[config.mk]
export PLATFORM = sky130hd
export DESIGN_NAME = sbnph_ctrl
export DESIGN_NICKNAME = d
export VERILOG_FILES = /design/src/sv/sbnph_pkg.sv /design/src/sv/sbnph_ctrl.sv
export SDC_FILE = /design/constraint.sdc
export NUM_CORES = 1
export LEC_CHECK = 0
export BUFFER_PORTS_ARGS = -buffer_cell sky130_fd_sc_hd__clkbuf_2
export CELL_PAD_IN_SITES_DETAIL_PLACEMENT = 1
export CELL_PAD_IN_SITES_GLOBAL_PLACEMENT = 2
export CORE_MARGIN = 2
export CORE_UTILIZATION = 30
export CTS_CLUSTER_DIAMETER = 30
export DETAILED_ROUTE_END_ITERATION = 10
export GPL_ROUTABILITY_DRIVEN = 0
export HOLD_SLACK_MARGIN = 0.08
export PLACE_DENSITY_LB_ADDON = 0.12
export SYNTH_ARGS = -nofsm -noshare
export SYNTH_HDL_FRONTEND = slang
export SYNTH_SLANG_ARGS = --single-unit
[constraint.sdc]
create_clock -name clock -period 2.3 [get_ports clock]
set_input_delay 0.115 -clock clock [delete_from_list [all_inputs] [get_ports clock]]
set_output_delay 0.115 -clock clock [all_outputs]
set_load 0.01 [all_outputs]
[src/sv/sbnph_pkg.sv]
// Shared types, widths and register defaults of the spectrum band normaliser.
package sbnph_pkg;

   localparam int MAG_W      = 16;
   localparam int LVL_W      = 16;
   localparam int IDX_W      = 8;
   localparam int GAIN_W     = 17;
   localparam int CSR_IDX_W  = 3;
   localparam int CSR_DATA_W = 16;
   localparam int DIV_DVD_W  = 32;
   localparam int DIV_DSR_W  = 16;
   localparam int DIV_Q_W    = 17;
   localparam int DIV_CNT_W  = 5;

   localparam int NUM_BANDS_DEF = 256;

   localparam logic [CSR_DATA_W-1:0] MAX_DECAY_RST      = 16'd65208;
   localparam logic [CSR_DATA_W-1:0] PEAK_DECAY_RST     = 16'd62915;
   localparam logic [CSR_DATA_W-1:0] CUT_THRESHOLD_RST  = 16'd32768;
   localparam logic [CSR_DATA_W-1:0] TILT_INTERCEPT_RST = 16'd4096;
   localparam logic [CSR_DATA_W-1:0] TILT_SLOPE_RST     = 16'd0;
   localparam logic [CSR_DATA_W-1:0] NOISE_FLOOR_RST    = 16'd26;

   typedef enum logic [CSR_IDX_W-1:0] {
      REG_MAX_DECAY      = 3'd0,
      REG_PEAK_DECAY     = 3'd1,
      REG_CUT_THRESHOLD  = 3'd2,
      REG_TILT_INTERCEPT = 3'd3,
      REG_TILT_SLOPE     = 3'd4,
      REG_NOISE_FLOOR    = 3'd5
   } csr_idx_type;

   typedef struct packed {
      logic [LVL_W-1:0]        max_decay;
      logic [LVL_W-1:0]        peak_decay;
      logic [LVL_W-1:0]        cut_threshold;
      logic [LVL_W-1:0]        tilt_intercept;
      logic signed [LVL_W-1:0] tilt_slope;
      logic [LVL_W-1:0]        noise_floor;
   } cfg_type;

   typedef struct packed {
      logic accept;
      logic rd;
      logic gstart;
      logic glatch;
      logic scale;
      logic maxc;
      logic nstart;
      logic nlatch;
      logic peak;
      logic astart;
      logic alatch;
      logic load_out;
   } cmd_type;

   typedef struct packed {
      logic div_busy;
      logic last;
   } stat_type;

   typedef struct packed {
      logic [IDX_W-1:0] band_index;
      logic [LVL_W-1:0] norm_level;
      logic [LVL_W-1:0] peak_level;
      logic             below_threshold;
      logic             frame_done;
      logic [LVL_W-1:0] average_peak;
   } rsp_type;

endpackage

[src/sv/sbnph_ctrl.sv]
// Controller state machine sequencing one band through the datapath.
module sbnph_ctrl (
   input  logic                clock,
   input  logic                reset,
   input  logic                req_valid,
   output logic                req_ready,
   output logic                rsp_valid,
   input  logic                rsp_ready,
   input  sbnph_pkg::stat_type stat,
   output sbnph_pkg::cmd_type  cmd
);
   import sbnph_pkg::*;

   typedef enum logic [11:0] {
      S_IDLE   = 12'b0000_0000_0001,
      S_RD     = 12'b0000_0000_0010,
      S_GSTART = 12'b0000_0000_0100,
      S_GDIV   = 12'b0000_0000_1000,
      S_SCALE  = 12'b0000_0001_0000,
      S_MAX    = 12'b0000_0010_0000,
      S_NSTART = 12'b0000_0100_0000,
      S_NDIV   = 12'b0000_1000_0000,
      S_PEAK   = 12'b0001_0000_0000,
      S_ASTART = 12'b0010_0000_0000,
      S_ADIV   = 12'b0100_0000_0000,
      S_FIN    = 12'b1000_0000_0000
   } state_type;

   state_type state_ff;
   state_type state_in;
   logic      rsp_valid_ff;

   always_comb begin
      cmd          = '0;
      cmd.accept   = (state_ff == S_IDLE) && req_valid;
      cmd.rd       = state_ff == S_RD;
      cmd.gstart   = state_ff == S_GSTART;
      cmd.glatch   = state_ff == S_GDIV;
      cmd.scale    = state_ff == S_SCALE;
      cmd.maxc     = state_ff == S_MAX;
      cmd.nstart   = state_ff == S_NSTART;
      cmd.nlatch   = (state_ff == S_NDIV) && !stat.div_busy;
      cmd.peak     = state_ff == S_PEAK;
      cmd.astart   = state_ff == S_ASTART;
      cmd.alatch   = state_ff == S_ADIV;
      cmd.load_out = (state_ff == S_FIN) && (!rsp_valid_ff || rsp_ready);
   end

   always_comb begin
      state_in = state_ff;
      unique case (state_ff)
         S_IDLE:   if (req_valid) state_in = S_RD;
         S_RD:     state_in = S_GSTART;
         S_GSTART: state_in = S_GDIV;
         S_GDIV:   state_in = S_SCALE;
         S_SCALE:  state_in = S_MAX;
         S_MAX:    state_in = S_NSTART;
         S_NSTART: state_in = S_NDIV;
         S_NDIV:   if (!stat.div_busy) state_in = S_PEAK;
         S_PEAK:   state_in = stat.last ? S_ASTART : S_FIN;
         S_ASTART: state_in = S_ADIV;
         S_ADIV:   state_in = S_FIN;
         S_FIN:    if (cmd.load_out) state_in = S_IDLE;
         default:  state_in = S_IDLE;
      endcase
   end

   always_ff @(posedge clock) begin
      if (reset) begin
         state_ff     <= S_IDLE;
         rsp_valid_ff <= 1'b0;
      end else begin
         state_ff <= state_in;
         if (cmd.load_out) begin
            rsp_valid_ff <= 1'b1;
         end else if (rsp_ready) begin
            rsp_valid_ff <= 1'b0;
         end
      end
   end

   assign req_ready = state_ff == S_IDLE;
   assign rsp_valid = rsp_valid_ff;
endmodule

### Word-level counts from Yosys, hierarchy flattened

Cells that the tools add are included.
W data, S select, Z words.

* word-level logic and storage cells: 32
* flip-flop bits (word level): 13
* bits of input ports: 6
* output and inout port bits: 14

* reduce and logical (&&, ||, !) cells: 8
* mux-type cells: 7
* equal/unequal tests: 15

Operators with widths (number)
* $pmux W12 S12: 1
* $mux W12: 4
* $eq A12 B1 Y1 const B: 1
* $eq A12 B10 Y1 const B: 1
* $eq A12 B11 Y1 const B: 1
* $eq A12 B12 Y1 const B: 1
* $eq A12 B2 Y1 const B: 1
* $eq A12 B3 Y1 const B: 1
* $eq A12 B4 Y1 const B: 1
* $eq A12 B5 Y1 const B: 1
* $eq A12 B6 Y1 const B: 1
* $eq A12 B7 Y1 const B: 1
* $eq A12 B8 Y1 const B: 1
* $eq A12 B9 Y1 const B: 1
* $ne A2 B2 Y1 const B: 3
* $logic_and A1 B1 Y1: 3
* $reduce_and A3 Y1: 1
* $logic_not A1 Y1: 2
* $mux W1: 2
* $reduce_bool A2 Y1: 1
* $logic_or A1 B1 Y1: 1

### Longest topological paths before layout

Gate-level depths: netlist of run 1.

* depth after elaboration: 5
* gate-level depth with buffers: 5
* depth with buffers taken out: 4

### Worst setup path before layout of run 1

Ideal clock, no wire load.

* kind: register to output
* from: register state_ff[3]
* to: output cmd[4] (netlist name)
* slack: 511 ps
* data arrival time: 1674 ps
* buffers on the path: 1
* stages on the path, launching flop included: 6
* data required time: 2185 ps
* path through: dfxtp_1 > buf_6 > nor4_4 > nand2_2 > or3_4 > nor3_1

RTL lines
* from (decl): line sbnph_ctrl.sv:29 `state_type state_ff;`
* from (signal assigned): line sbnph_ctrl.sv:73 `state_ff <= state_in;`
* to (decl): line sbnph_ctrl.sv:10 `output sbnph_pkg::cmd_type cmd`

==> metrics, run 1 <==
Layout Area Growth over Synthesis=23.7%; f_max=0.465 GHz; Starting Density=31.5%; Ports=20; VDD IR max=between 0.0003 and 0.0004 V; post-synthesis mux area share=0%; post-synthesis xor/xnor area fraction=under 10%; simple-gate area share of the yosys netlist=50.4%; Worst-path clk slew=~0.080 ns; RSZ-0062 raised after global routing=no; Worst Max-Slew Pin Slew=0.591 ns; vias per std cell=5.22; adder and majority cell fraction of the synthesized area=0%; Sw Ratio=between 30% and 40%; Worst Hold Class=input pin to flop; Longest Clk Path Bufs=2; Layout Nets=113; final WL=roughly 1900 µm; routed wire length per instance=13.7 µm; 1st-iter DRT viols=7; run status=complete, no violations; fin crit share=93.4%; Max FO, Critical Path=10; largest net degree at the start of global routing=11; Hold Vio Cnt, Final=0; die area=0.00300 mm²; # diodes=0; Synth Register Bits=13; # rows=18; grt total ovfl=0; CP startpoint kind=flop; initial antenna violation count=0; compound-gate portion of the synthesized area=under 10%; post-synthesis sequential area ratio=33.6%; Critical Path RT=2.18 ns; Chip Width=around 55 µm; P_leak=about 0.36 nW; CORE AREA=0.00245 mm²; IO Port Bufs=19; endpoints failing setup=0; Critical Path End Type=output port; minimum clock period=2.15 ns; Layout Utilization=39.0%; Setup CP Type=flop to output port; ratio of cells with drive above 1 in the final layout=33.0%; clk_lat worst skew=0.28 ns; clock tree root buffer cell=clkbuf_4; cell-internal power=between 300 and 400 µW; first-pass GRT wire length=3110 µm; sequential standard cell area=260 µm²; Critical Path AT=roughly 2.0 ns; clock sink count=13; sequential power share=46.8%; clk_skew=roughly 0.0061 ns; pwr/cell area=553 mW/mm²; vias in the first global route=654; Setup TNS Final=0 ns; routed vias=slightly above 700; HPWL Detailed=~1500 µm; Gate power share=around 26%; antenna viol nets, final=0; die height=roughly 55 µm; Rel. slew slack=60.3%; Slew Viols, Final=0; cell area after synthesis=774 µm²; most used flip-flop cell after synthesis=dfxtp_1; yosys warns=0; EDFF count, synth=0; Filler Cells Inserted=a little over 300; TritonCTS Buffers=3; FFs w/ async S/R, synth=0%; CTS tree=yes; Gate Count Post-Synth=82; largest family of logic cells by synthesized area=simple AND/OR/NAND/NOR gates; DR pass1 iterations=4; all-layer global routing usage=~15%; Yosys cell types=34; Mean Syn Cell Area=9.45 µm²; clock power share=27.3%; DR DRC count=0; multi-input logic area=~500 µm²; H-Tree Depth=1; # Max-Cap Violations=0; P_sw=170 µW; syn_nets=about 90
[state kept, by name (all words and copies together) (netlist names)]
register,flops
state_ff,12
rsp_valid,1
[cell type report]
cell class                      count  area share (%)
Sequential cell                    13            27.2
Clock buffer                        4            2.74
Multi-Input combinational cell     62            51.0
Timing Repair Buffer               23            13.6
Inverter                            4            1.57
Tap cell                           30            3.92
[path summary, 6_finish.rpt]
kind	cells after the start	slack (ns)	end	startpoint
setup / recovery	4	0.15	cmd[8]	state_ff[7]
hold / removal	2	0.16	rsp_valid	reset
hold reg to reg	2	0.60	state_ff[8]	state_ff[7]
setup reg to reg	4	0.39	state_ff[4]	state_ff[7]
[power groups by stage]
stage                     clock (mW)  sequential [mW]  combinational (mW)
after detailed placement           0            0.254               0.135
after CTS                      0.153            0.249               0.139
after global placement             0            0.253               0.135
after floorplan                    0            0.250              0.0888
after global routing           0.165            0.250               0.154
final                          0.145            0.248               0.137
[cells in the final DEF (no fill, tap or decap), types with 2 or more instances in the layout]
cell type	count
clkbuf_2	19
dfxtp_1	13
nor2_1	10
nor4b_1	5
inv_1	4
nand4_1	4
nand3_1	4
nor4b_2	4
nor3_1	4
nor4_4	3
nor3b_1	3
nand3b_1	3
a31oi_1	3
clkbuf_4	3
nand2b_1	2
dlygate4sd3_1	2
buf_4	2
[metal layers]
layer	global-route usage (%)	vias to the layer above	wire length [µm]
li1	-	368	-
met1	20.4	326	929
met2	21.6	14	821
met3	3.28	2	74
met4	7.50	0	33
met5	0	-	0
[through the flow]
step / cells / hold WS [ns] / power (mW) / setup slack, ns / cell area (µm²)
after floorplan: 82 / 0.192 / 0.338 / 0.511 / 774
final: 136 / 0.162 / 0.530 / 0.151 / 958
after detailed placement: 130 / 0.331 / 0.390 / 0.361 / 903
after global routing: 136 / 0.174 / 0.570 / 0.00518 / 958
after CTS: 136 / 0.157 / 0.541 / 0.0273 / 950
after global placement: 130 / 0.324 / 0.388 / 0.421 / 903
[worst max-delay path: stages (launching register included)]
cell and delay, ns:
dfxtp_1 0.36, nor4_4 0.59, nand3_1 0.28, nor4b_2 0.33
clkbuf_2 0.19
[cells by family (layout without fill, tap and decap cells)]
group	after synthesis	count (layout)
AND/OR/NAND/NOR	51	51
flip-flops	13	13
AO/OA/AOI/OAI	9	9
buffers and inverters	7	31
XOR/XNOR	2	2
[Yosys cell counts (2+ instances only)]
| library cell | instances | share of area [%] |
|---|---|---|
| a31oi_1 | 3 | 2.4 |
| dfxtp_1 | 13 | 34 |
| inv_1 | 4 | 1.9 |
| nand2b_1 | 2 | 1.6 |
| nand3_1 | 4 | 2.6 |
| nand3b_1 | 3 | 2.9 |
| nand4_1 | 4 | 3.2 |
| nor2_1 | 10 | 4.8 |
| nor3_1 | 4 | 2.6 |
| nor3b_1 | 3 | 2.9 |
| nor4_4 | 2 | 5.5 |
| nor4b_1 | 5 | 5.7 |
| nor4b_2 | 4 | 7.8 |
[repair_timing]
item                       CTS  global route
hold buffers                 2             0
setup endpoints to repair    0             3
hold endpoints to repair     2             0
gates resized for setup      0             1
buffers inserted             0             0
(Power assumes the default switching activity.)
==> inputs of run 2 (changes only) <==
Settings changed: RECOVER_POWER set to 25.
==> run 2 against run 1 <==
Net effect:
- fmax unchanged
- hold slack stayed put
- clock power about the same
- clock skew stayed put
- non-clock buffer count is the same
- power unchanged
- design area is 0.13% lower
- flip-flop and latch count unchanged
- largest power group unchanged
==> metrics, run 2 (synthesized netlist as in run 1, its figures left out) <==
run status=complete, no violations; Critical Path End Type=output port; Ports=20 (unchanged); clock tree root buffer cell=clkbuf_4; most frequent cells in the layout=clkbuf_2, dfxtp_1, nor2_1; 1st-iter DRT viols=7 (unchanged); routed vias=710 (unchanged); Setup CP Type=flop to output port; Crit-path slowest cell=nor4_4; Worst Max-Slew Pin Slew=0.591 ns (unchanged); Layout Area Growth over Synthesis=23.6%; clock sink count=13 (unchanged); RSZ-0062 raised after global routing=no; Worst-path clk slew=0.08 ns (about the same); vias in the first global route=654 (unchanged); Starting Density=31.5% (unchanged); initial antenna violation count=0 (unchanged); # Max-Cap Violations=0 (unchanged); Critical Path AT=2.03 ns (about the same); f_max=0.465 GHz (unchanged); pwr/cell area=554 mW/mm² (+0.13%); IO Port Bufs=19 (unchanged); largest net degree at the start of global routing=11 (unchanged); fin crit share=93.4% (unchanged); vias per std cell=5.22 (unchanged); DR pass1 iterations=4 (unchanged); Setup TNS Final=0 ns (unchanged); # rows=18 (unchanged); minimum clock period=2.15 ns (unchanged); clk_skew=0.00606 ns (unchanged); Max FO, Critical Path=10 (unchanged); VDD IR max=0.000345 V (unchanged); ratio of cells with drive above 1 in the final layout=32.1% (-0.94 points); DR DRC count=0 (unchanged); die area=0.00300 mm² (unchanged); routed wire length per instance=13.7 µm (+0.11%); final instance area=957 µm² (-0.13%); H-Tree Depth=1 (unchanged); P_leak=0.361 nW (-0.95%); grt total ovfl=0 (unchanged); endpoints failing setup=0 (unchanged); worst path cell trace=nor4_4 > nand3_1 > nor4b_2 > clkbuf_2; clk_lat worst skew=0.28 ns (about the same); CORE AREA=0.00245 mm² (unchanged); Filler Cells Inserted=301 (-0.66%); Chip Width=54.8 µm (unchanged); TritonCTS Buffers=3 (unchanged); Largest Register=state_ff; CP peak stage delay=0.59 ns (about the same); Slew Viols, Final=0 (unchanged); antenna viol nets, final=0 (unchanged); dpl cell area=903 µm² (unchanged); Longest Clk Path Bufs=2 (unchanged); Critical Path RT=2.18 ns (about the same); HPWL Detailed=1490 µm (unchanged); CTS tree=yes; # diodes=0 (unchanged); final WL=1860 µm (+0.11%); Rel. slew slack=60.3% (unchanged); Worst Hold Class=input pin to flop; Power Total=530 µW (unchanged); first-pass GRT wire length=3110 µm (unchanged); die height=54.8 µm (unchanged); max reg flops=12 (unchanged); all-layer global routing usage=14.9% (unchanged); Hold Vio Cnt, Final=0 (unchanged); Layout Utilization=39.0% (-0.051 points); commonest non-fill, non-tap cell in the layout=clkbuf_2; CP startpoint kind=flop; Layout Nets=113 (unchanged)
[run 2: cell counts in the layout (fill, tap and decap cells not counted)]
Identical to the previous run, type by type.
[run 2: final cells by class]
cell class | count | area (µm²) | share of cell area, %
Multi-Input combinational cell | 62 | 489 | 51.1
Sequential cell | 13 | 260 | 27.2
Timing Repair Buffer | 23 | 129 | 13.5
Tap cell | 30 | 37.5 | 3.92
Clock buffer | 4 | 26.3 | 2.75
Inverter | 4 | 15.0 | 1.57
[run 2: path summary, 6_finish.rpt]
kind                     from           to  slack [ns]  depth (start not counted)
setup / recovery  state_ff[7]       cmd[8]        0.15                          4
hold / removal          reset    rsp_valid        0.16                          2
setup reg to reg  state_ff[7]  state_ff[4]        0.39                          4
hold reg to reg   state_ff[7]  state_ff[8]        0.60                          2
[run 2: layer usage]
layer / GRT usage, % / share of wire [%] / wire length [µm] / vias up
li1: - / - / - / 368
met4: 7.50 / 1.8 / 33 / 0
met1: 20.4 / 50 / 931 / 326
met2: 21.6 / 44 / 821 / 14
met5: 0 / 0 / 0 / -
met3: 3.28 / 4.0 / 74 / 2
[run 2: timing repair]
| item | 4_1_cts | 5_1_grt |
|---|---|---|
| endpoints found under the hold margin | 2 | 0 |
| setup endpoints to repair | 0 | 3 |
| hold buffers | 2 | 0 |
| buffers inserted | 0 | 0 |
| gates resized for setup | 0 | 1 |
[run 2: through the flow]
stage,hold slack (ns),setup slack [ns],std cells
after floorplan,0.192,0.511,82
after global placement,0.324,0.421,130
after detailed placement,0.331,0.361,130
after CTS,0.157,0.0273,136
after global routing,0.174,0.00518,136
final,0.162,0.151,136
[run 2: critical path, delay by kind of cell, from the launching register on]
| kind | cells | cell delay, ns |
|---|---|---|
| flops | 1 | 0.36 |
| buf+inv | 1 | 0.19 |
| simple gates | 3 | 1.20 |
[run 2: where the power goes]
part | internal, mW | total (mW) | switching (mW) | leakage [nW]
combinational | 0.0600 | 0.137 | 0.0770 | 0.241
clock | 0.0674 | 0.145 | 0.0774 | 0.0150
sequential | 0.233 | 0.248 | 0.0153 | 0.105
total | 0.360 | 0.530 | 0.170 | 0.361
==> inputs of run 3 (changes only) <==
Settings changed: CORE_UTILIZATION 30 to 32, CTS_CLUSTER_SIZE set to 16.
Clock period 2.3 ns to 2.7 ns, I/O delays scaled along.
==> run 3 against run 2 <==
Net effect:
- clock power fell by 14%
- wire length rose by 8.9%
- via count rose by 2.5%
- critical path depth rose by 1
==> metrics, run 3 (synthesized netlist as in run 1, its figures left out) <==
run status=complete, no violations; first-pass GRT wire length=3280 µm (+5.8%); Max FO, Critical Path=8 (-2); minimum clock period=2.34 ns; RR Startpoint=state_ff[8]; worst path bufs/invs=1 (unchanged); CP peak stage delay=0.57 ns (-0.02 ns); routed wire length per instance=15.5 µm (+13%); antenna viol nets, final=0 (unchanged); Hold Vio Cnt, Final=0 (unchanged); CP startpoint kind=flop; Worst Max-Slew Pin Slew=0.557 ns (-0.0341 ns); Final WS setup=0.364 ns (+0.213 ns); # Max-Cap Violations=0 (unchanged); Starting Density=34.4% (+2.8 points); TritonCTS Buffers=3 (unchanged); DR DRC count=0 (unchanged); f_max=0.428 GHz; Setup CP Type=flop to output port; Layout Nets=110 (-2.7%); Post-CTS Setup Bufs=0 (unchanged); clock sink count=13 (unchanged); CORE AREA=0.00225 mm² (-8.2%); Final Non-Filler Cells=131 (-3.7%); clk_skew=0.00194 ns (-0.00411 ns); vias in the first global route=724 (+11%); HPWL Detailed=1590 µm (+6.7%); fin crit share=86.5%; VDD IR max=0.000208 V (-40%); Worst-path clk slew=0.09 ns (about the same); initial antenna violation count=0 (unchanged); Layout Utilization=40.6% (+1.6 points); Top delay family on crit path=simple AND/OR/NAND/NOR gates; Critical Path Source=state_ff[8]; R2R Setup Slk=0.78 ns (+0.39 ns); clk_lat worst skew=0.27 ns (about the same); Critical Path Stages=5 (+1); grt total ovfl=0 (unchanged); largest net degree at the start of global routing=11 (unchanged); ratio of cells with drive above 1 in the final layout=29.1% (-2.9 points); DR pass1 iterations=3 (-1); CTS tree=yes; most frequent cells in the layout=clkbuf_2, dfxtp_1, nor2_1; Critical Path End Type=output port; Largest Register=state_ff; # diodes=0 (unchanged); Post-CTS Hold Fix Bufs=1 (-1); P_leak=0.336 nW (-6.9%); die area=0.00283 mm² (-5.8%); Ports=20 (unchanged); clock tree root buffer cell=clkbuf_4; Setup TNS Final=0 ns (unchanged); all-layer global routing usage=16.5% (+1.7 points); Critical Path RT=2.57 ns (+0.39 ns); Rel. slew slack=62.6% (+2.3 points); routed vias=728 (+2.5%); vias per std cell=5.56 (+6.4%); endpoints failing setup=0 (unchanged); H-Tree Depth=1 (unchanged); Chip Width=53.2 µm (-2.9%); max reg flops=12 (unchanged); die height=53.2 µm (-2.9%); # rows=17 (-1); Layout Area Growth over Synthesis=18.1%; RSZ-0062 raised after global routing=no; 1st-iter DRT viols=3 (-4); Crit-path slowest cell=nor4_2; placed cell count=126 (-3.1%); final WL=2030 µm (+8.9%); Longest Clk Path Bufs=2 (unchanged); commonest non-fill, non-tap cell in the layout=clkbuf_2; Critical Path AT=2.20 ns (+0.17 ns); Slew Viols, Final=0 (unchanged); quantity of gates resized following cts=0 (unchanged); worst reg2reg endpoint=state_ff[10]; Worst Hold Class=input pin to flop; CP endpoint=cmd[4]; pwr/cell area=482 mW/mm² (-13%); Post-Place Setup Slack=0.670 ns (+0.309 ns); IO Port Bufs=19 (unchanged); final hold slack=0.113 ns (-0.0486 ns); path depth of the worst reg2reg path=4 (unchanged); worst path cell trace=nor4_2 > nand2_2 > or3_4 > nor3_1 > clkbuf_2
-- run 3: metal layers --
layer	track usage (%)	up-vias	part of all wire, %
met3	3.39	2	3.5
met2	29.0	11	51
met4	6.41	0	0.74
met5	0	-	0
met1	19.6	352	45
li1	-	363	-
-- run 3: worst reg2reg max path: cells and delay by family (launching register included) --
family           cells  cell delay, ns
DFF                  1            0.40
and+or+nand+nor      4            1.39
-- run 3: worst min-delay path by stage --
stage / endpoint / start / slack [ns] / cells past startpoint
after floorplan: state_ff[8] / stat[1] / 0.21 / 1
after global placement: state_ff[8] / stat[1] / 0.34 / 2
after detailed placement: state_ff[8] / stat[1] / 0.35 / 2
after CTS: state_ff[9] / stat[0] / 0.11 / 2
after global routing: state_ff[9] / stat[0] / 0.1 / 2
final: state_ff[9] / stat[0] / 0.11 / 2
-- run 3: layout make-up --
| cell class | count | area (µm²) |
|---|---|---|
| fillers | 304 | 1340 |
| multi-input cells | 62 | 475 |
| flip-flops and latches | 13 | 260 |
| repair buffers | 20 | 103 |
| well taps | 28 | 35.0 |
| clock buffers | 4 | 26.3 |
| inverters | 4 | 15.0 |
-- run 3: where the power goes --
part	switching (mW)	internal (mW)
sequential	0.0137	0.199
clock	0.0679	0.0572
combinational	0.0639	0.0393
total	0.145	0.295
-- run 3: stage by stage --
step	total power [mW]	cell area [µm²]
2_1_floorplan	0.288	774
3_3_place_gp	0.316	886
6_report	0.441	915
4_1_cts	0.449	922
5_1_grt	0.471	915
3_5_place_dp	0.321	886
