### config.mk
export PLATFORM = sky130hd
export DESIGN_NAME = sbnph_csr_flat
export DESIGN_NICKNAME = d
export VERILOG_FILES = /design/src/sv/sbnph_pkg.sv /design/src/sv/sbnph_csr_if.sv /design/src/sv/sbnph_csr.sv /design/src/flat_wrapper.sv
export SDC_FILE = /design/constraint.sdc
export NUM_CORES = 1
export LEC_CHECK = 0
export BUFFER_PORTS_ARGS = -buffer_cell sky130_fd_sc_hd__buf_4
export CAP_MARGIN = 20
export CORE_MARGIN = 2
export CORE_UTILIZATION = 45
export CTS_CLUSTER_SIZE = 8
export DETAILED_ROUTE_END_ITERATION = 10
export PLACE_DENSITY = 0.74
export SYNTH_ARGS = -nofsm -noshare
export SYNTH_HDL_FRONTEND = slang
export SYNTH_SLANG_ARGS = --single-unit
export TNS_END_PERCENT = 50
### constraint.sdc
create_clock -name clock -period 1.13 [get_ports clock]
set_input_delay 0.226 -clock clock [delete_from_list [all_inputs] [get_ports clock]]
set_output_delay 0.226 -clock clock [all_outputs]
set_load 0.01 [all_outputs]
### src/sv/sbnph_pkg.sv
// Shared types, widths and register defaults of the spectrum band normaliser.
package sbnph_pkg;

   localparam int MAG_W      = 16;
   localparam int LVL_W      = 16;
   localparam int IDX_W      = 8;
   localparam int GAIN_W     = 17;
   localparam int CSR_IDX_W  = 3;
   localparam int CSR_DATA_W = 16;
   localparam int DIV_DVD_W  = 32;
   localparam int DIV_DSR_W  = 16;
   localparam int DIV_Q_W    = 17;
   localparam int DIV_CNT_W  = 5;

   localparam int NUM_BANDS_DEF = 256;

   localparam logic [CSR_DATA_W-1:0] MAX_DECAY_RST      = 16'd65208;
   localparam logic [CSR_DATA_W-1:0] PEAK_DECAY_RST     = 16'd62915;
   localparam logic [CSR_DATA_W-1:0] CUT_THRESHOLD_RST  = 16'd32768;
   localparam logic [CSR_DATA_W-1:0] TILT_INTERCEPT_RST = 16'd4096;
   localparam logic [CSR_DATA_W-1:0] TILT_SLOPE_RST     = 16'd0;
   localparam logic [CSR_DATA_W-1:0] NOISE_FLOOR_RST    = 16'd26;

   typedef enum logic [CSR_IDX_W-1:0] {
      REG_MAX_DECAY      = 3'd0,
      REG_PEAK_DECAY     = 3'd1,
      REG_CUT_THRESHOLD  = 3'd2,
      REG_TILT_INTERCEPT = 3'd3,
      REG_TILT_SLOPE     = 3'd4,
      REG_NOISE_FLOOR    = 3'd5
   } csr_idx_type;

   typedef struct packed {
      logic [LVL_W-1:0]        max_decay;
      logic [LVL_W-1:0]        peak_decay;
      logic [LVL_W-1:0]        cut_threshold;
      logic [LVL_W-1:0]        tilt_intercept;
      logic signed [LVL_W-1:0] tilt_slope;
      logic [LVL_W-1:0]        noise_floor;
   } cfg_type;

   typedef struct packed {
      logic accept;
      logic rd;
      logic gstart;
      logic glatch;
      logic scale;
      logic maxc;
      logic nstart;
      logic nlatch;
      logic peak;
      logic astart;
      logic alatch;
      logic load_out;
   } cmd_type;

   typedef struct packed {
      logic div_busy;
      logic last;
   } stat_type;

   typedef struct packed {
      logic [IDX_W-1:0] band_index;
      logic [LVL_W-1:0] norm_level;
      logic [LVL_W-1:0] peak_level;
      logic             below_threshold;
      logic             frame_done;
      logic [LVL_W-1:0] average_peak;
   } rsp_type;

endpackage

### src/sv/sbnph_csr_if.sv
// Configuration write channel: register index and write data.
interface sbnph_csr_if;
   import sbnph_pkg::*;

   logic                  valid;
   logic                  ready;
   logic [CSR_IDX_W-1:0]  index;
   logic [CSR_DATA_W-1:0] data;

   modport source (output valid, index, data, input ready);
   modport sink (input valid, index, data, output ready);
endinterface

### src/sv/sbnph_csr.sv
// Configuration register bank with reset defaults.
module sbnph_csr (
   input  logic                clock,
   input  logic                reset,
   sbnph_csr_if.sink           csr_chan,
   output sbnph_pkg::cfg_type  cfg
);
   import sbnph_pkg::*;

   cfg_type cfg_ff;

   assign csr_chan.ready = 1'b1;

   always_ff @(posedge clock) begin
      if (reset) begin
         cfg_ff.max_decay      <= MAX_DECAY_RST;
         cfg_ff.peak_decay     <= PEAK_DECAY_RST;
         cfg_ff.cut_threshold  <= CUT_THRESHOLD_RST;
         cfg_ff.tilt_intercept <= TILT_INTERCEPT_RST;
         cfg_ff.tilt_slope     <= $signed(TILT_SLOPE_RST);
         cfg_ff.noise_floor    <= NOISE_FLOOR_RST;
      end else if (csr_chan.valid) begin
         unique case (csr_idx_type'(csr_chan.index))
            REG_MAX_DECAY:      cfg_ff.max_decay      <= csr_chan.data;
            REG_PEAK_DECAY:     cfg_ff.peak_decay     <= csr_chan.data;
            REG_CUT_THRESHOLD:  cfg_ff.cut_threshold  <= csr_chan.data;
            REG_TILT_INTERCEPT: cfg_ff.tilt_intercept <= csr_chan.data;
            REG_TILT_SLOPE:     cfg_ff.tilt_slope     <= $signed(csr_chan.data);
            REG_NOISE_FLOOR:    cfg_ff.noise_floor    <= csr_chan.data;
            default: begin
            end
         endcase
      end
   end

   assign cfg = cfg_ff;
endmodule

### src/flat_wrapper.sv
// flat-port wrapper written by rule: the top's interface ports become plain ports
module sbnph_csr_flat import sbnph_pkg::*;
  (clock, reset, cfg, csr_chan_valid, csr_chan_index, csr_chan_data, csr_chan_ready);
  sbnph_csr_if csr_chan_i ();
  input  logic clock;
  input  logic reset;
  output sbnph_pkg::cfg_type cfg;
  input wire logic [$bits(csr_chan_i.valid)-1:0] csr_chan_valid;
  input wire logic [$bits(csr_chan_i.index)-1:0] csr_chan_index;
  input wire logic [$bits(csr_chan_i.data)-1:0] csr_chan_data;
  output wire logic [$bits(csr_chan_i.ready)-1:0] csr_chan_ready;
  assign csr_chan_i.valid = csr_chan_valid;
  assign csr_chan_i.index = csr_chan_index;
  assign csr_chan_i.data = csr_chan_data;
  assign csr_chan_ready = csr_chan_i.ready;
  sbnph_csr u_core (.clock(clock), .reset(reset), .csr_chan(csr_chan_i), .cfg(cfg));
endmodule
; ---- After elaboration in Yosys (flattened, before gate mapping)
; Index checks and enable logic that the tools add are counted.
[classes]
n_reduce_logical = 7
eq_ne = 5
[ops]
columns = op, n
row1 = 2-bit AND reduction, 6
row2 = 3-bit by 2-bit equality test with 1-bit output (second input constant), 2
row3 = 3-bit equality test (second input constant), 2
row4 = 3-bit by 1-bit equality test with 1-bit output (second input constant), 1
row5 = 3-bit logical NOT, 1
[totals]
reg_bits = 96
input_bits = 22
out_inout_bits = 97
elab_cells = 18

; ---- Longest topological paths before layout
; Gate-level depths: netlist of the first run.
[depth]
ltp_word = 2
mapped_depth = 5
mapped_depth_nobuf = 2

; ---- Worst setup path before layout of the first run
; No wires, ideal clock.
[synth_path]
kind = input to register
from = in csr_chan_index[0]
to = reg u_core.cfg_ff, in the netlist u_core.cfg[92]
required_time_ps = 1007
arrival_ps = 1020
path_slack_ps = -14
setup_time_ps = 123
stages = 3
n_path_buf = 1
path_cell_list = or4b_1 buf_6 mux2i_1
[synth_via]
elab_chain_len = 2
[synth_lines]
columns = item, line_no
row1 = "start, declared", flat_wrapper.sv:9  ; input wire logic [$bits(csr_chan_i.index)-1:0] csr_chan_index;
row2 = 3-bit logical NOT, sbnph_csr.sv:23  ; unique case (csr_idx_type'(csr_chan.index))
row3 = 2-bit AND reduction (no line), --
row4 = "end, declared", sbnph_csr.sv:10  ; cfg_type cfg_ff;
; No other way between the ends.
; A chain may end at the register's enable or synchronous reset.

; ---- Worst setup path after layout of the first run
[layout_path]
from = reg u_core.cfg_ff, in the netlist u_core.cfg[8]
to = out cfg[8] in the netlist's numbering
[layout_lines]
columns = item, line_no
row1 = "end, declared", flat_wrapper.sv:7  ; output sbnph_pkg::cfg_type cfg;
; No word-level cell between the ends.

==> key figures, run 1 <==
Place
  – Port buffer count: 117
  – Placed Area: 4900 um2
  – HPWL after DPL: 6.53 mm
  – Pre-CTS setup slack: -161 ps
  – RePlAce Congestion: 0.752

Worst setup path
  – Worst-path cell chain: buf_4
  – CP top delay family: flip-flops
  – Crit path max-delay cell type: dfxtp_1
  – Critical path's largest stage delay: 380 ps
  – Worst Path Buf+Inv: 1
  – Element type at the critical path end: output port
  – Critical path type: register to output port
  – CP Data Required Time: 900 ps
  – Critical path arrival: 860 ps
  – CP startpoint kind: register
  – Worst flop-to-flop path startpoint: u_core.cfg[37]
  – Worst setup path startpoint: u_core.cfg[8]
  – Critical path peak fanout: 2

Routing
  – Final WL: 8.94 mm
  – Antenna viol nets, final: 0
  – Detailed-route DRC error count: 0
  – Vias per cell: 4.83
  – Routed via count: 2816
  – Iteration-0 DRC count of the detailed router: 45
  – DRT Pass-1 Iters: 4
  – Routed WL per cell: 15.3 um

Die
  – Die Y: 96.2 um
  – Number of cell rows: 33
  – Core ar.: 8220 um2
  – Starting Density: 46.5%
  – Die ar.: 9250 um2
  – I/O Pins: 119
  – Chip width: 96.2 um

Finish
  – Max reg flops: 96
  – Diodes inserted: 0
  – Area grow syn2layout: 34.2%
  – Layout Nets: 496
  – Final Instance Area: 5130 um2
  – Fill cells: 688
  – Layout cell share with drive strength beyond 1: 32.2%

Clocking
  – CTS Buf Count: 9
  – CTS tree: yes
  – Cts repair resizes: 0
  – H-tree Lvls: 3
  – Post-CTS setup buffer count: 0
  – Worst-case clock buffer depth: 2
  – Root Driver: clkbuf_8
  – Total clock sinks: 96
  – Clock transition at path regs: 100 ps
  – Clk Latency, worst-skew pair: 360 ps
  – Post-CTS Hold Fix Bufs: 0

Synth
  – Post-synth cell types: 15
  – Largest family of logic cells by synthesized area: multiplexers
  – Compound-Gate Fraction of Synth Area: 0%
  – Syn Inst Count: 356
  – Synth Area in Simple Gates: 20.9%
  – Post-Syn Area: 3820 um2
  – Yosys reg bits: 96
  – Share of the yosys chip area belonging to registers: 50.3%
  – Mapped Nets: 378
  – Ys Warns: 0
  – Post-synthesis mux area share: 25.1%
  – Synth Area in Adders: 0%
  – XOR/XNOR share of the synthesized area: 0%
  – Mean Syn Cell Area: 10.7 um2

Timing
  – Setup_tns: 0 ps
  – RSZ-0062 raised after global routing: false
  – Final period utilization: 96.4%
  – # setup viols final: 0
  – Max Fclk: 0.918 GHz
  – Final Hold Fails: 0
  – Final Worst Setup Slack: 40.6 ps
  – Final Skew: 0 ps
  – Max-slew violations: 0
  – Fin crit period: 1090 ps

Min path
  – HP Class: input port to register
  – Worst hold start: csr_chan_data[1]

GRT
  – Global-route wire length before repair: 13.9 mm
  – GR Util All Layers: 19.8%
  – Antenna violations before repair: 0
  – Vias in the first global route: 2763
  – GR Overflow Total: 0
  – Pin count of the biggest net entering global routing: 55

Outcome
  – Status: completed

Job
  – Max-cap violations: 0

Power
  – VDD IR max: 0.813 mV
  – Static Leak: 0.00251 uW
  – Cell Pwr Density: 1300 nW/um2
==> layout make-up <==
class | count | area (um2) | area share, %
sequential | 96 | 1920 | 37.5
tap | 105 | 131 | 2.56
timing repair buffer | 134 | 1080 | 21.1
multi-input combinational | 233 | 1770 | 34.4
clock buffer | 11 | 151 | 2.95
clock inverter | 4 | 76.3 | 1.49
==> Yosys cell counts <==
| cell type | number | share of area [%] |
|---|---|---|
| nand4bb_1 | 3 | 0.88 |
| nand4b_1 | 2 | 0.46 |
| or4b_1 | 1 | 0.26 |
| and4bb_1 | 1 | 0.33 |
| nand2b_1 | 86 | 14 |
| nor2_1 | 41 | 4.0 |
| and4bb_4 | 1 | 0.43 |
| conb_1 | 1 | 0.098 |
| mux2i_1 | 96 | 25 |
| clkbuf_1 | 12 | 1.2 |
| buf_4 | 5 | 0.98 |
| nor4b_2 | 1 | 0.39 |
| dfxtp_1 | 96 | 50 |
| buf_2 | 9 | 1.2 |
| buf_6 | 1 | 0.29 |
==> report_power, final <==
group | internal (uW) | total, uW | switching (uW)
combinational | 323 | 620 | 298
sequential | 3460 | 3500 | 44.3
clock | 1360 | 2550 | 1180
==> layer usage <==
layer	vias up	global-route usage (%)	wire length [um]
li1	1405	-	-
met1	1325	28.1	4340
met2	78	30.3	4000
met3	8	4.86	514
met4	0	5.00	80
met5	-	0	0
==> cell families (layout without fill, tap and decap cells) <==
family | count (synthesis) | after routing
AND/OR/NAND/NOR | 136 | 136
multiplexers | 96 | 96
flip-flops | 96 | 96
buffers and inverters | 27 | 149
other | 1 | 1
==> placed cells by master, fill, tap and decap left out, drive strengths merged <==
master,instances
and4bb,2
buf,134
bufinv,2
clkbuf,11
clkinvlp,1
conb,1
dfxtp,96
inv,1
mux2i,96
nand2b,86
nand4b,2
nand4bb,3
nor2,41
nor4b,1
or4b,1
==> worst paths after layout <==
path              slack, ps  cells past startpoint             end
setup reg to reg        490                      2  u_core.cfg[37]
setup / recovery         40                      1          cfg[8]
hold reg to reg         480                      2  u_core.cfg[73]
hold / removal          140                      3   u_core.cfg[1]
==> per-stage QoR <==
stage          cells  hold slack, ps  total power, uW  util [%]
2_1_floorplan    356             393             3890         -
3_3_place_gp     568             459             4190      59.6
3_5_place_dp     568             468             4200      59.6
4_1_cts          583             138             6710      62.4
5_1_grt          583             137             6920      62.4
6_report         583             141             6670      62.4
Power figures use the tool's default switching activity.
==> run 2, diff against run 1 <==
==> constraint.sdc (replaced) <==
create_clock -name clock -period 1.13 [get_ports clock]
set_input_delay 0.0565 -clock clock [delete_from_list [all_inputs] [get_ports clock]]
set_output_delay 0.0565 -clock clock [all_outputs]
set_load 0.01 [all_outputs]
==> key figures, run 2 (synthesis gave the netlist of run 1 again) <==
Clocking
  – H-tree Lvls: 3 (unchanged)
  – Worst-case clock buffer depth: 2 (unchanged)
  – Post-CTS setup buffer count: 0 (unchanged)
  – CTS Buf Count: 9 (unchanged)
  – Cts repair resizes: 0 (unchanged)
  – Root Driver: clkbuf_8
  – Total clock sinks: 96 (unchanged)
  – Clock transition at path regs: 90 ps (about the same)
  – Clk Latency, worst-skew pair: 360 ps (about the same)
  – CTS tree: yes
  – Post-CTS Hold Fix Bufs: 15 (+15)

Routing
  – Detailed-route DRC error count: 0 (unchanged)
  – Final WL: 8.79 mm (-1.6%)
  – Antenna viol nets, final: 0 (unchanged)
  – Vias per cell: 4.86 (+0.63%)
  – DRT Pass-1 Iters: 4 (unchanged)
  – Routed WL per cell: 14.8 um (-3.8%)
  – Routed via count: 2897 (+2.9%)
  – Iteration-0 DRC count of the detailed router: 112 (+150%)

Worst setup path
  – Critical path type: register to output port
  – Worst-path cell chain: buf_4
  – Number of stages on the worst setup path: 1 (unchanged)
  – Critical path arrival: 860 ps (about the same)
  – Critical path peak fanout: 2 (unchanged)
  – Worst Path Buf+Inv: 1 (unchanged)
  – CP startpoint kind: register
  – CP top delay family: flip-flops
  – Critical path's largest stage delay: 370 ps (about the same)
  – FF-to-FF setup slack: 480 ps (about the same)
  – R2R cell count: 2 (unchanged)
  – Crit path max-delay cell type: dfxtp_1
  – CP Data Required Time: 1070 ps (+170 ps)
  – Element type at the critical path end: output port

Die
  – Die Y: 96.2 um (unchanged)
  – Core ar.: 8220 um2 (unchanged)
  – Die ar.: 9250 um2 (unchanged)
  – Chip width: 96.2 um (unchanged)
  – Starting Density: 46.5% (unchanged)
  – I/O Pins: 119 (unchanged)
  – Number of cell rows: 33 (unchanged)

Place
  – RePlAce Congestion: 0.784 (+4.3%)
  – HPWL after DPL: 6.37 mm (-2.4%)
  – Port buffer count: 117 (unchanged)

Timing
  – Max-slew violations: 0 (unchanged)
  – # setup viols final: 0 (unchanged)
  – Hold Worst Slack: 186 ps (+45.3 ps)
  – RSZ-0062 raised after global routing: false
  – Final Hold Fails: 0 (unchanged)
  – Final period utilization: 81.3% (-15 points)
  – Max Fclk: 1.09 GHz (+19%)
  – Final Skew: 0 ps (unchanged)
  – Fin crit period: 919 ps (-171 ps)

GRT
  – Vias in the first global route: 2739 (-0.87%)
  – Global-route track usage on met2: 29.9% (-0.41 points)
  – GR Overflow Total: 0 (unchanged)
  – Global-route wire length before repair: 13.7 mm (-1.0%)
  – GR Util All Layers: 19.6% (-0.19 points)
  – Antenna violations before repair: 0 (unchanged)
  – Pin count of the biggest net entering global routing: 71 (+29%)
  – Met1 usage: 27.3% (-0.77 points)
  – Layer carrying the most global-route usage: met2
  – Met3 Usage GRT: 3.60% (-1.3 points)

Power
  – NetSw: 1510 uW (-0.66%)
  – Cell Pwr Density: 1290 nW/um2 (-0.88%)
  – Combinational cell fraction of total power: 9.6% (+0.3 points)
  – Clock power frac: 38.8% (+0.6 points)
  – Static Leak: 0.00256 uW (+2.1%)
  – Sw Ratio: 22.3% (-0.54 points)
  – Sequential Power Share: 51.6% (-0.9 points)
  – P_int: 5270 uW (+2.4%)
  – VDD IR max: 0.776 mV (-4.6%)

Finish
  – Layout cell share with drive strength beyond 1: 30.1% (-2.1 points)
  – Max reg flops: 96 (unchanged)
  – Area grow syn2layout: 37.7%
  – Diodes inserted: 0 (unchanged)
  – Fill cells: 680 (-1.2%)
  – Area of the multi-input gates: 1760 um2 (-0.21%)
  – Util after Layout: 64.1% (+1.6 points)
  – Layout Nets: 509 (+2.6%)
  – Commonest cells after routing, fill and taps aside: 126 x buf_4, 96 x mux2i_1, 96 x dfxtp_1
  – Commonest non-fill, non-tap cell in the layout: buf_4
  – Reg area: 1920 um2 (-0.13%)

Outcome
  – Status: completed

Job
  – Max-cap violations: 0 (unchanged)

Min path
  – Worst hold path cell count: 3 (unchanged)
  – HP Class: input port to register
-- run 2: area by class of cell --
class	instances	area share, %
Timing Repair Buffer	147	23.1
Sequential cell	96	36.5
Multi-Input combinational cell	233	33.5
Tap cell	105	2.50
Clock inverter	5	2.02
Clock buffer	10	2.42
-- run 2: path summary, 6_finish.rpt --
check | from | endpoint
min | csr_chan_data[2] | u_core.cfg[34]
max | u_core.cfg[6] | cfg[6]
max reg2reg | u_core.cfg[35] | u_core.cfg[35]
min reg2reg | u_core.cfg[52] | u_core.cfg[52]
-- run 2: routing by layer --
metal / part of all wire, % / vias up
met4: 1.8 / 0
met3: 5.4 / 11
met5: 0 / -
met2: 46 / 82
li1: - / 1434
met1: 47 / 1370
-- run 2: power by group through the flow --
stage	clock network, uW	registers, uW	logic, uW
2_1_floorplan	0	3610	286
3_5_place_dp	0	3580	613
5_1_grt	2810	3510	703
6_report	2630	3500	649
3_3_place_gp	0	3580	603
4_1_cts	2700	3500	655
-- run 2: tightest hold or removal path, cell delays in order --
cell      delay (ps)
buf_4             80
nand2b_1         190
mux2i_1          180
-- run 2: metrics by stage --
stage | worst slack [ps] | cells | cell area, um2 | power (uW) | setup TNS [ps]
global placement | -55.3 | 566 | 4880 | 4180 | -460
floorplan | 156 | 356 | 3820 | 3890 | 0
finish | 211 | 596 | 5270 | 6780 | 0
global route | 177 | 596 | 5270 | 7020 | 0
detailed placement | -72.6 | 566 | 4880 | 4190 | -510
CTS | 200 | 596 | 5270 | 6850 | 0
==> run 3, diff against run 2 <==
- ABC_AREA: default -> 1
- clock period: 1.13 -> 0.8 ns (I/O delays scaled with it)
==> key figures, run 3 <==
Worst setup path
  – Critical path arrival: 840 ps (-20 ps)
  – Worst Path Buf+Inv: 1 (unchanged)
  – Crit path max-delay cell type: dfxtp_2
  – CP startpoint kind: register
  – Worst-path cell chain: buf_6
  – Critical path's largest stage delay: 360 ps (about the same)
  – CP top delay family: flip-flops
  – Worst flop-to-flop path startpoint: u_core.cfg[22]
  – R2R cell count: 3 (+1)
  – Element type at the critical path end: output port
  – CP Data Required Time: 760 ps (-310 ps)
  – Critical path peak fanout: 2 (unchanged)
  – Worst R2R End: u_core.cfg[22]
  – Critical path type: register to output port
  – FF-to-FF setup slack: 90 ps (-390 ps)

Job
  – Max-cap violations: 0 (unchanged)

Timing
  – Final Worst Setup Slack: -76.8 ps (-288 ps)
  – Final period utilization: 110%
  – Worst Max-Slew Pin Slew: 499 ps
  – Max-slew violations: 0 (unchanged)
  – Max Fclk: 1.14 GHz
  – Fin crit period: 877 ps
  – Final Hold Fails: 0 (unchanged)
  – # setup viols final: 96 (+96)
  – RSZ-0062 raised after global routing: true
  – Relative slew slack: 66.7%
  – Final Skew: 0 ps (unchanged)
  – Hold Worst Slack: 79.0 ps (-108 ps)

GRT
  – Pin count of the biggest net entering global routing: 56 (-21%)
  – Vias in the first global route: 3661 (+34%)
  – GR Overflow Total: 0 (unchanged)
  – Antenna violations before repair: 0 (unchanged)
  – GR Util All Layers: 25.2% (+5.6 points)
  – Global-route wire length before repair: 17.6 mm (+28%)

Die
  – Starting Density: 46.4% (-0.091 points)
  – Core ar.: 8220 um2 (unchanged)
  – Die ar.: 9230 um2 (-0.19%)
  – I/O Pins: 119 (unchanged)
  – Number of cell rows: 33 (unchanged)
  – Die Y: 96.1 um (about the same)
  – Chip width: 96.1 um (about the same)

Synth
  – Yosys reg bits: 96 (unchanged)
  – Synth area leaders: dfxtp_1 50%, nor2_1 14%, nand3_1 13%
  – Ys Warns: 0 (unchanged)
  – Ys flop type: dfxtp_1
  – Count leader, synth: nor2_1
  – Mapped Nets: 551 (+46%)
  – Syn Inst Count: 529 (+49%)
  – Post-Syn Area: 3810 um2 (-0.20%)
  – Share of the yosys chip area belonging to registers: 50.4% (+0.099 points)
  – Post-synth top area share: 50.4% (+0.099 points)
  – Mean Syn Cell Area: 7.21 um2 (-33%)
  – Synth area leader: dfxtp_1
  – Synth top cells by count: 141 x nor2_1, 128 x nand2_1, 96 x dfxtp_1, 96 x nand3_1, 20 x inv_1
  – EDFF count, synth: 0 (unchanged)
  – Synth async-reset ratio: 0% (unchanged)
  – Post-synth cell types: 18 (+3)

Finish
  – Commonest non-fill, non-tap cell in the layout: nor2_1
  – Layout Nets: 688 (+35%)
  – Diodes inserted: 0 (unchanged)
  – Area grow syn2layout: 53.4%
  – Max reg flops: 96 (unchanged)
  – Commonest cells after routing, fill and taps aside: 141 x nor2_1, 128 x nand2_1, 96 x nand3_1
  – Final std cells w/o fill: 776 (+30%)
  – Layout cell share with drive strength beyond 1: 39.8% (+9.6 points)

Power
  – Cell Pwr Density: 1880 nW/um2 (+46%)
  – Static Leak: 0.00270 uW (+5.4%)
  – VDD IR max: 1.09 mV (+41%)

Clocking
  – Root Driver: clkbuf_8
  – Clock transition at path regs: 90 ps (about the same)
  – CTS Buf Count: 9 (unchanged)
  – CTS tree: yes
  – H-tree Lvls: 3 (unchanged)
  – Worst-case clock buffer depth: 2 (unchanged)
  – Total clock sinks: 96 (unchanged)
  – Clk Latency, worst-skew pair: 360 ps (about the same)

Routing
  – Antenna viol nets, final: 0 (unchanged)
  – Final WL: 11.5 mm (+31%)
  – Routed via count: 3958 (+37%)
  – Iteration-0 DRC count of the detailed router: 225 (+100%)
  – DRT Pass-1 Iters: 5 (+1)
  – Routed WL per cell: 14.8 um (+0.45%)
  – Detailed-route DRC error count: 0 (unchanged)
  – Vias per cell: 5.10 (+4.9%)

Outcome
  – Status: complete, but fails checks
  – Failing checks: negative setup slack

Min path
  – Worst hold start: csr_chan_index[2]
  – Worst hold path cell count: 5 (+2)
  – HP Class: input port to register
  – Hold Crit Endpoint: u_core.cfg[50]

Place
  – HPWL after DPL: 7.67 mm (+20%)
  – Port buffer count: 117 (unchanged)
  – Pre-CTS setup slack: -267 ps (-195 ps)
  – Dpl cells: 740 (+31%)
  – RePlAce Congestion: 0.867 (+11%)
## run 3: changes by cell type in the layout (fill, tap and decap cells not counted), moves of 7 or more
cell / delta
buf_4: -89
nand2_1: +128
mux2i_1: -96
nand2b_1: -86
dfxtp_1: -95
buf_6: +95
dfxtp_2: +95
nor2_4: +7
nand3_1: +96
nor2_1: +100
inv_1: +20
## run 3: final cells by class
class / instances / area (um2)
Clock buffer: 10 / 128
Clock inverter: 6 / 155
Fill cell: 648 / 2360
Inverter: 23 / 86.3
Multi-Input combinational cell: 379 / 1610
Sequential cell: 96 / 2040
Tap cell: 105 / 131
Timing Repair Buffer: 157 / 1700
## run 3: logic make-up after synthesis
family                 after synthesis  synth area share, %
and+or+nand+nor                    377                 42.1
DFF                                 96                 50.4
buffers and inverters               54                 7.31
AOI/OAI and AO/OA                    1                0.131
other                                1               0.0983
## run 3: what timing repair did
item                                   in CTS  in global routing
setup endpoints to repair                  96                 96
resized for setup                         164                 26
gates cloned                                0                  0
setup buffers                               4                  1
hold buffers                               15                  0
endpoints found under the hold margin      26                  0
## run 3: through the flow
stage / area (um2) / utilization, % / TNS, ps / total power (uW)
2_1_floorplan: 3810 / - / 0 / 5830
6_report: 5850 / 71.2 / -5550 / 11000
5_1_grt: 5850 / 71.2 / -8100 / 11300
4_1_cts: 5780 / 70.4 / -5920 / 11000
3_5_place_dp: 4910 / 59.7 / -15510 / 6450
3_3_place_gp: 4910 / 59.7 / -13040 / 6420
## run 3: metal layers
metal / global-route usage [%] / routed length (um) / vias up
li1: - / - / 1915
met1: 32.0 / 4770 / 1824
met2: 39.9 / 5460 / 194
met3: 7.67 / 1000 / 25
met4: 10.5 / 271 / 0
met5: 0 / 0 / -
## run 3: power by group
group | switching (uW) | internal (uW)
Combinational | 766 | 717
Clock | 1680 | 2700
Sequential | 133 | 4980
Total | 2580 | 8400
## run 3: worst max-delay path by stage
stage	start	endpoint	slack [ps]	cells after the start
4_1_cts	u_core.cfg[47]	cfg[47]	-80	1
6_report	u_core.cfg[47]	cfg[47]	-80	1
3_3_place_gp	csr_chan_valid	u_core.cfg[64]	-190	6
3_5_place_dp	csr_chan_valid	u_core.cfg[74]	-270	6
5_1_grt	u_core.cfg[70]	cfg[70]	-110	1
2_1_floorplan	reset	u_core.cfg[1]	20	4
